<file path="config.mk">
export PLATFORM = sky130hd
export DESIGN_NAME = rge_div
export DESIGN_NICKNAME = d
export VERILOG_FILES = /design/src/hdl/rge_pkg.sv /design/src/hdl/rge_div.sv
export SDC_FILE = /design/constraint.sdc
export NUM_CORES = 2
export LEC_CHECK = 0
export BUFFER_PORTS_ARGS = -buffer_cell sky130_fd_sc_hd__buf_2
export CAP_MARGIN = 20
export CORE_MARGIN = 2
export CORE_UTILIZATION = 55
export CTS_BUF_LIST = sky130_fd_sc_hd__clkbuf_4
export CTS_CLUSTER_DIAMETER = 30
export DETAILED_ROUTE_END_ITERATION = 6
export PLACE_DENSITY = 0.74
export REMOVE_ABC_BUFFERS = 1
export SETUP_SLACK_MARGIN = 0.02
export SYNTH_ARGS = -nofsm -noshare
export SYNTH_HDL_FRONTEND = slang
export SYNTH_SLANG_ARGS = --single-unit
</file>
<file path="constraint.sdc">
create_clock -name clk -period 3.98 [get_ports clk]
set_input_delay 0.398 -clock clk [delete_from_list [all_inputs] [get_ports clk]]
set_output_delay 0.398 -clock clk [all_outputs]
set_load 0.01 [all_outputs]
</file>
<file path="src/hdl/rge_pkg.sv">
// rge_pkg: shared widths, constants, reciprocal tables and types for the
// rotated gaussian evaluator; no dependencies
package rge_pkg;

  localparam int DEF_FRAC_BITS = 16;
  localparam int DATA_W  = 32;
  localparam int ROT_W   = 19;
  localparam int SIG_W   = 31;
  localparam int ADDR_W  = 5;
  localparam int CS_W    = 30;
  localparam int MAG_W   = 62;
  localparam int QUO_W   = 32;
  localparam int SQ_W    = 35;
  localparam int E_W     = 36;
  localparam int RECIP_SH = 34;
  localparam int RECIP_W  = 35;
  localparam int TRIG_TERMS = 10;
  localparam int EXP_TERMS  = 12;
  localparam int KQ_BITS    = 7;

  localparam logic [33:0] PI_Q30      = 34'd3373259426;
  localparam logic [33:0] TWO_PI_Q30  = 34'd6746518853;
  localparam logic [33:0] HALF_PI_Q30 = 34'd1686629713;
  localparam logic [27:0] LN2_Q28     = 28'd186065280;
  localparam logic [30:0] ONE_Q30     = 31'h40000000;
  localparam logic [5:0]  K_LIMIT     = 6'd34;

  localparam logic [8:0] SIN_DIV [TRIG_TERMS] = '{
    9'd6, 9'd20, 9'd42, 9'd72, 9'd110, 9'd156, 9'd210, 9'd272, 9'd342, 9'd420};
  localparam logic [8:0] COS_DIV [TRIG_TERMS] = '{
    9'd2, 9'd12, 9'd30, 9'd56, 9'd90, 9'd132, 9'd182, 9'd240, 9'd306, 9'd380};
  localparam logic [3:0] EXP_DIV [EXP_TERMS] = '{
    4'd1, 4'd2, 4'd3, 4'd4, 4'd5, 4'd6, 4'd7, 4'd8, 4'd9, 4'd10, 4'd11, 4'd12};

  localparam logic [RECIP_W-1:0] SIN_RECIP [TRIG_TERMS] = '{
    RECIP_W'((64'd1 << RECIP_SH) / 64'd6),   RECIP_W'((64'd1 << RECIP_SH) / 64'd20),
    RECIP_W'((64'd1 << RECIP_SH) / 64'd42),  RECIP_W'((64'd1 << RECIP_SH) / 64'd72),
    RECIP_W'((64'd1 << RECIP_SH) / 64'd110), RECIP_W'((64'd1 << RECIP_SH) / 64'd156),
    RECIP_W'((64'd1 << RECIP_SH) / 64'd210), RECIP_W'((64'd1 << RECIP_SH) / 64'd272),
    RECIP_W'((64'd1 << RECIP_SH) / 64'd342), RECIP_W'((64'd1 << RECIP_SH) / 64'd420)};
  localparam logic [RECIP_W-1:0] COS_RECIP [TRIG_TERMS] = '{
    RECIP_W'((64'd1 << RECIP_SH) / 64'd2),   RECIP_W'((64'd1 << RECIP_SH) / 64'd12),
    RECIP_W'((64'd1 << RECIP_SH) / 64'd30),  RECIP_W'((64'd1 << RECIP_SH) / 64'd56),
    RECIP_W'((64'd1 << RECIP_SH) / 64'd90),  RECIP_W'((64'd1 << RECIP_SH) / 64'd132),
    RECIP_W'((64'd1 << RECIP_SH) / 64'd182), RECIP_W'((64'd1 << RECIP_SH) / 64'd240),
    RECIP_W'((64'd1 << RECIP_SH) / 64'd306), RECIP_W'((64'd1 << RECIP_SH) / 64'd380)};
  localparam logic [RECIP_W-1:0] EXP_RECIP [EXP_TERMS] = '{
    RECIP_W'((64'd1 << RECIP_SH) / 64'd1),  RECIP_W'((64'd1 << RECIP_SH) / 64'd2),
    RECIP_W'((64'd1 << RECIP_SH) / 64'd3),  RECIP_W'((64'd1 << RECIP_SH) / 64'd4),
    RECIP_W'((64'd1 << RECIP_SH) / 64'd5),  RECIP_W'((64'd1 << RECIP_SH) / 64'd6),
    RECIP_W'((64'd1 << RECIP_SH) / 64'd7),  RECIP_W'((64'd1 << RECIP_SH) / 64'd8),
    RECIP_W'((64'd1 << RECIP_SH) / 64'd9),  RECIP_W'((64'd1 << RECIP_SH) / 64'd10),
    RECIP_W'((64'd1 << RECIP_SH) / 64'd11), RECIP_W'((64'd1 << RECIP_SH) / 64'd12)};

  typedef enum logic [2:0] {
    REG_AMPLITUDE = 3'd0,
    REG_CENTER_X  = 3'd1,
    REG_CENTER_Y  = 3'd2,
    REG_SIGMA_X   = 3'd3,
    REG_SIGMA_Y   = 3'd4,
    REG_ROTATION  = 3'd5
  } reg_idx_t;

  typedef enum logic [2:0] {
    T_IDLE, T_REDUCE, T_FOLD, T_SQUARE, T_MUL, T_RECIP, T_ACC, T_DONE
  } trig_state_t;

  typedef struct packed {
    logic                   busy;
    logic signed [CS_W-1:0] sin_q;
    logic signed [CS_W-1:0] cos_q;
  } trig_out_t;

endpackage

</file>
<file path="src/hdl/rge_div.sv">
// rge_div: pipelined restoring divider, one quotient bit per stage,
// quotient clamped to all ones on overflow; depends on rge_pkg
module rge_div (
  input  logic                       clk,
  input  logic                       rst,
  input  logic                       en,
  input  logic                       in_vld,
  input  logic [rge_pkg::MAG_W-1:0]  num,
  input  logic [rge_pkg::SIG_W-1:0]  den,
  output logic                       out_vld,
  output logic [rge_pkg::QUO_W-1:0]  quo
);
  import rge_pkg::*;

  logic             vld  [QUO_W+1];
  logic             ovf  [QUO_W+1];
  logic [SIG_W-1:0] rem  [QUO_W+1];
  logic [QUO_W-1:0] low  [QUO_W+1];
  logic [QUO_W-1:0] qacc [QUO_W+1];

  always_ff @(posedge clk) begin
    if (rst) begin
      vld[0] <= 1'b0;
    end else if (en) begin
      vld[0] <= in_vld;
    end
  end

  always_ff @(posedge clk) begin
    if (en) begin
      ovf[0]  <= SIG_W'(num[MAG_W-1:QUO_W]) >= den;
      rem[0]  <= SIG_W'(num[MAG_W-1:QUO_W]);
      low[0]  <= num[QUO_W-1:0];
      qacc[0] <= '0;
    end
  end

  for (genvar j = 0; j < QUO_W; j++) begin : g_bit
    logic [SIG_W:0] trial;
    logic           ge;
    assign trial = {rem[j], low[j][QUO_W-1]};
    assign ge    = trial >= {1'b0, den};

    always_ff @(posedge clk) begin
      if (rst) begin
        vld[j+1] <= 1'b0;
      end else if (en) begin
        vld[j+1] <= vld[j];
      end
    end

    always_ff @(posedge clk) begin
      if (en) begin
        ovf[j+1]  <= ovf[j];
        rem[j+1]  <= ge ? SIG_W'(trial - {1'b0, den}) : SIG_W'(trial);
        low[j+1]  <= {low[j][QUO_W-2:0], 1'b0};
        qacc[j+1] <= {qacc[j][QUO_W-2:0], ge};
      end
    end
  end

  assign out_vld = vld[QUO_W];
  assign quo     = ovf[QUO_W] ? '1 : qacc[QUO_W];

endmodule

</file>
### Word level (Yosys, flattened, before mapping)

Memories as Yosys holds them, arrays and structs flattened.
Index checks and enable logic that the tools add are counted.

* register bits after elaboration: 0
* bits in latches: 0
* memory bits (writable): 3201
* bits in read-only memories: 0
* input port bits: 97
* output and inout bits: 33
* word-level logic and storage cells: 175
* memories kept: 5

* $add $sub $neg: 32
* $mul: 0
* divide/modulo/power cells: 0
* $lt $le $gt $ge: 33
* equality and inequality tests: 0
* shifts and indexed selects: 0
* multiplexer cells: 72
* bitwise operators: 33
* reductions and logical operators: 0

Memory list
* low: depth 33, width 32, rd ports 32, clocked after memory_dff 0, wr ports 33, line rge_div.sv:18 `logic [QUO_W-1:0] low [QUO_W+1];`
* qacc: depth 33, width 32, rd ports 33, clocked after memory_dff 0, wr ports 33, line rge_div.sv:19 `logic [QUO_W-1:0] qacc [QUO_W+1];`
* rem: depth 33, width 31, rd ports 32, clocked after memory_dff 0, wr ports 33, line rge_div.sv:17 `logic [SIG_W-1:0] rem [QUO_W+1];`
* ovf: depth 33, width 1, rd ports 33, clocked after memory_dff 0, wr ports 33, line rge_div.sv:16 `logic ovf [QUO_W+1];`
* vld: depth 33, width 1, rd ports 33, clocked after memory_dff 0, wr ports 33, line rge_div.sv:15 `logic vld [QUO_W+1];`

Operators by type and width (number)
* greater-or-equal comparator 32 x 31 -> 1 bit: 32
* 2-to-1 mux 31 bit: 32
* subtractor 31 bit: 32
* 2-to-1 mux 1 bit: 39
* OR 1 bit: 33
* 2-to-1 mux 32 bit: 1
* greater-or-equal comparator 30 x 31 -> 1 bit: 1

### Logic depth before layout (Yosys ltp)

* depth after elaboration: 4
* depth in mapped cells: 16
* mapped depth without buffers: 14

### Least setup slack after synthesis

No wires, ideal clock.

* path type: input to register
* start: in den[2] (netlist name)
* end: mem rem[5][24], in the netlist rem[0][179] (data pin)
* library setup time: 260 ps
* arrival time: 3710 ps
* required time: 3720 ps
* path slack: 10 ps
* stages: 14
* buffers on the path: 1
* cells stage by stage: inv_1 -> ha_1 -> nor2b_1 -> o21ai_1 -> a21boi_1 -> or4_1 -> a311o_1 -> o21ai_1 -> nand2_1 -> nand3_1 -> a21oi_1 -> a2111oi_4 -> buf_4 -> mux2_2

RTL lines
* from (decl): line rge_div.sv:9 `input logic [rge_pkg::SIG_W-1:0] den,`
* to (decl): line rge_div.sv:17

==> flow_summary.yaml <==
status:
  status: "complete, but fails checks"
  violations: "design-rule violations"
finish:
  syn_to_final_growth_pct: 17.48
  drive_above_1_share_pct: 19.79
  fin_util_pct: 64.77
  fill_cells: 17200
  layout.cells.non_filler: 15620
  seq_area_um2: 63450
  multi_input_area_um2: 56750
  nets: 13360
timing:
  worst_slew_pin_slew_ns: 0.9332
  slew_headroom_pct: 37.78
  fin_ws_ns: 0.2055
  fin_crit_ns: 3.774
  slew_viol_final: 0
  fin_worst_skew_ns: 0.1348
  fin_crit_sh_pct: 94.84
  hold_viol_final: 0
  tns_ns: 0
  setup_viol: 0
  fmax_ghz: 0.2649
  rsz0062_at_grt: "false"
critical_path:
  crit_start: "low[0][831]"
  required_ns: 5.00
  r2r-end: "rem[0][836]"
  rrSetupSlack_ns: 0.21
  cp-endpoint: "rem[0][836]"
  crit_type: "flop to flop"
  critPathMaxFanout: 3
  arrival_ns: 4.80
  worstSetupEndpointType: "flop"
  cp-start-kind: "flop"
  ff2ff_path_depth: 15
  r2r_start: "low[0][831]"
logic_synthesis:
  synth_area_leaders: "edfxtp_1, ha_1, a21oi_1, xnor2_1, o21ai_0"
  ys_top_cells_by_count: "edfxtp_1, ha_1, a21oi_1"
  yosys_register_bits: 2113
  yosysSeqAreaShare_pct: 51.92
  postSynthCellCount: 10590
  ys_async_sr_fraction_pct: 0
  ys_types: 101
  synth_edf_count: 2113
  synth_top_flop_cell: "edfxtp_1"
  yosysMostFrequentCell: "edfxtp_1"
  synth_largest_area_cell: "edfxtp_1"
  netlist_area_um2: 122200
  synth.top_cell.area_share_pct: 51.92
  synth_warnings: 0
  avgSynthCellArea_um2: 11.54
floorplanning:
  die_area_um2: 226000
  initial_core_util_pct: 55.13
  rows: 173
  fp.dieW_um: 475.4
  die-height_um: 475.4
  core_um2: 221700
  ios: 130
routing:
  ant_nets: 0
  num_vias: 91190
  firstDrtPassIters: 7
  drtIter0Drc: 7382
  drc: 1
  viasPerCell: 5.838
  wirelength_mm: 327.5
  routedWlPerCell_um: 20.97
cts:
  cts_tree: "yes"
  htreeDepth: 6
  clock_latency_ns: 1.40
  ctsLongestPathBuffers: 4
  clkTransAtPathRegs_ns: 0.06
  cts_made_buffers: 598
  clock-sinks: 2113
  root_buffer: "clkbuf_4"
global_routing:
  grt_pass1_wl_mm: 500.4
  grt_max_degree: 166
  grt_usage_pct: 28.59
  antenna_found_initial: 16
  grt_overflow: 0
  grt_pass1_vias: 90010
power_and_ir_drop:
  powerDensity_nw_per_um2: 849.6
  vdd_drop_max_uv: 541.3
  power_leakage_nw: 58.70
  p_total_mw: 122.0
placed_design:
  place_congestion: 0.9480
  dpl.cell_count: 14430
  pre_cts_ws_ns: -0.2786
  portBuffers: 129
  dp_hpwl_mm: 238.7
job:
  cap_violations: 0
hold_path:
  min_path_type: "input pin to flop"
  min-delay-start: "den[22]"
==> flip-flops by register name, summed over array words and instances, names as in the netlist <==
signal	flops
low	528
vld	33
qacc	528
rem	991
ovf	33
==> timing repair <==
item | CTS | global route
setup buffers | 0 | 0
resized for setup | 0 | 12
setup endpoints to repair | 0 | 82
endpoints found under the hold margin | 1757 | 0
hold buffers | 158 | 0
==> per-layer routing <==
layer | share of wire (%) | vias to the layer above | track usage, %
met5 | 0.0055 | - | 0
met3 | 6.6 | 846 | 4.554
met4 | 5.2 | 2 | 14.59
met2 | 45 | 3187 | 45.28
met1 | 43 | 43310 | 38.18
li1 | - | 43850 | -
==> cell type report <==
class / instances / area share [%]
Antenna cell: 17 / 0.02963
Multi-Input combinational cell: 7918 / 39.53
Clock inverter: 229 / 1.060
Inverter: 320 / 0.8367
Sequential cell: 2113 / 44.20
Tap cell: 2975 / 2.593
Clock buffer: 787 / 4.116
Timing Repair Buffer: 1263 / 7.635
==> cells in the final DEF (no fill, tap or decap), types with 121 or more instances in the layout <==
cell	Yosys	layout
nor3_1	128	127
o21ai_0	798	798
clkinv_1	0	121
dlygate4sd3_1	0	158
buf_4	8	866
nand3_1	161	161
buf_2	58	127
ha_1	1022	1022
nor2b_1	140	139
o21a_1	159	159
xnor2_1	489	489
mux2_2	314	314
a21o_1	508	508
clkbuf_4	0	787
edfxtp_1	2113	2113
a21oi_1	949	947
inv_1	319	288
nor2_1	609	609
xor2_1	315	315
nand4_1	154	154
nand2_1	823	823
nand2b_1	151	151
==> power breakdown <==
part           leakage, nW  internal, mW  switching (mW)  total (mW)
sequential            20.7          34.5            4.60        39.1
combinational         33.6          30.0            33.1        63.1
clock                 4.40          10.5            9.27        19.8
total                 58.7          75.0            46.9         122
==> through the flow <==
step	hold WS, ns	cell area [um2]
floorplan	0.4003	121200
global placement	0.4001	134400
detailed placement	0.4045	134400
CTS	0.01393	143500
global route	0.05795	143500
finish	0.1334	143600
==> critical path: stages, from the launching register on <==
cell	delay (ns)
edfxtp_1	0.58
inv_1	0.16
ha_1	0.19
fa_1	0.20
nand2b_1	0.11
a21boi_0	0.11
o21ai_1	0.25
a211oi_1	0.11
buf_4	0.15
o21ai_1	0.28
nand4_1	0.21
a31oi_1	0.35
o21bai_1	0.16
a221oi_2	0.35
xnor2_1	0.15
o21ai_0	0.12
==> kinds of logic (layout without fill, tap and decap cells) <==
group	Yosys count	in the layout	synth area share (%)
XOR/XNOR	804	804	5.763
multiplexers	392	392	3.590
other	0	17	0
flip-flops	2113	2113	51.92
AND/OR/NAND/NOR	2512	2512	9.799
buffers and inverters	554	2599	1.793
AO/OA/AOI/OAI	3157	3157	16.16
adder cells (fa/ha/maj)	1053	1053	10.97
==> worst min-delay path by stage <==
| stage | to | slack [ns] | cells after the start |
|---|---|---|---|
| floorplan | low[0][100] | 0.40 | 0 |
| global placement | ovf[1][5] | 0.40 | 0 |
| detailed placement | low[0][111] | 0.40 | 0 |
| CTS | rem[0][241] | 0.01 | 5 |
| global route | rem[0][278] | 0.06 | 5 |
| finish | rem[0][921] | 0.13 | 5 |
(Power assumes the default switching activity.)
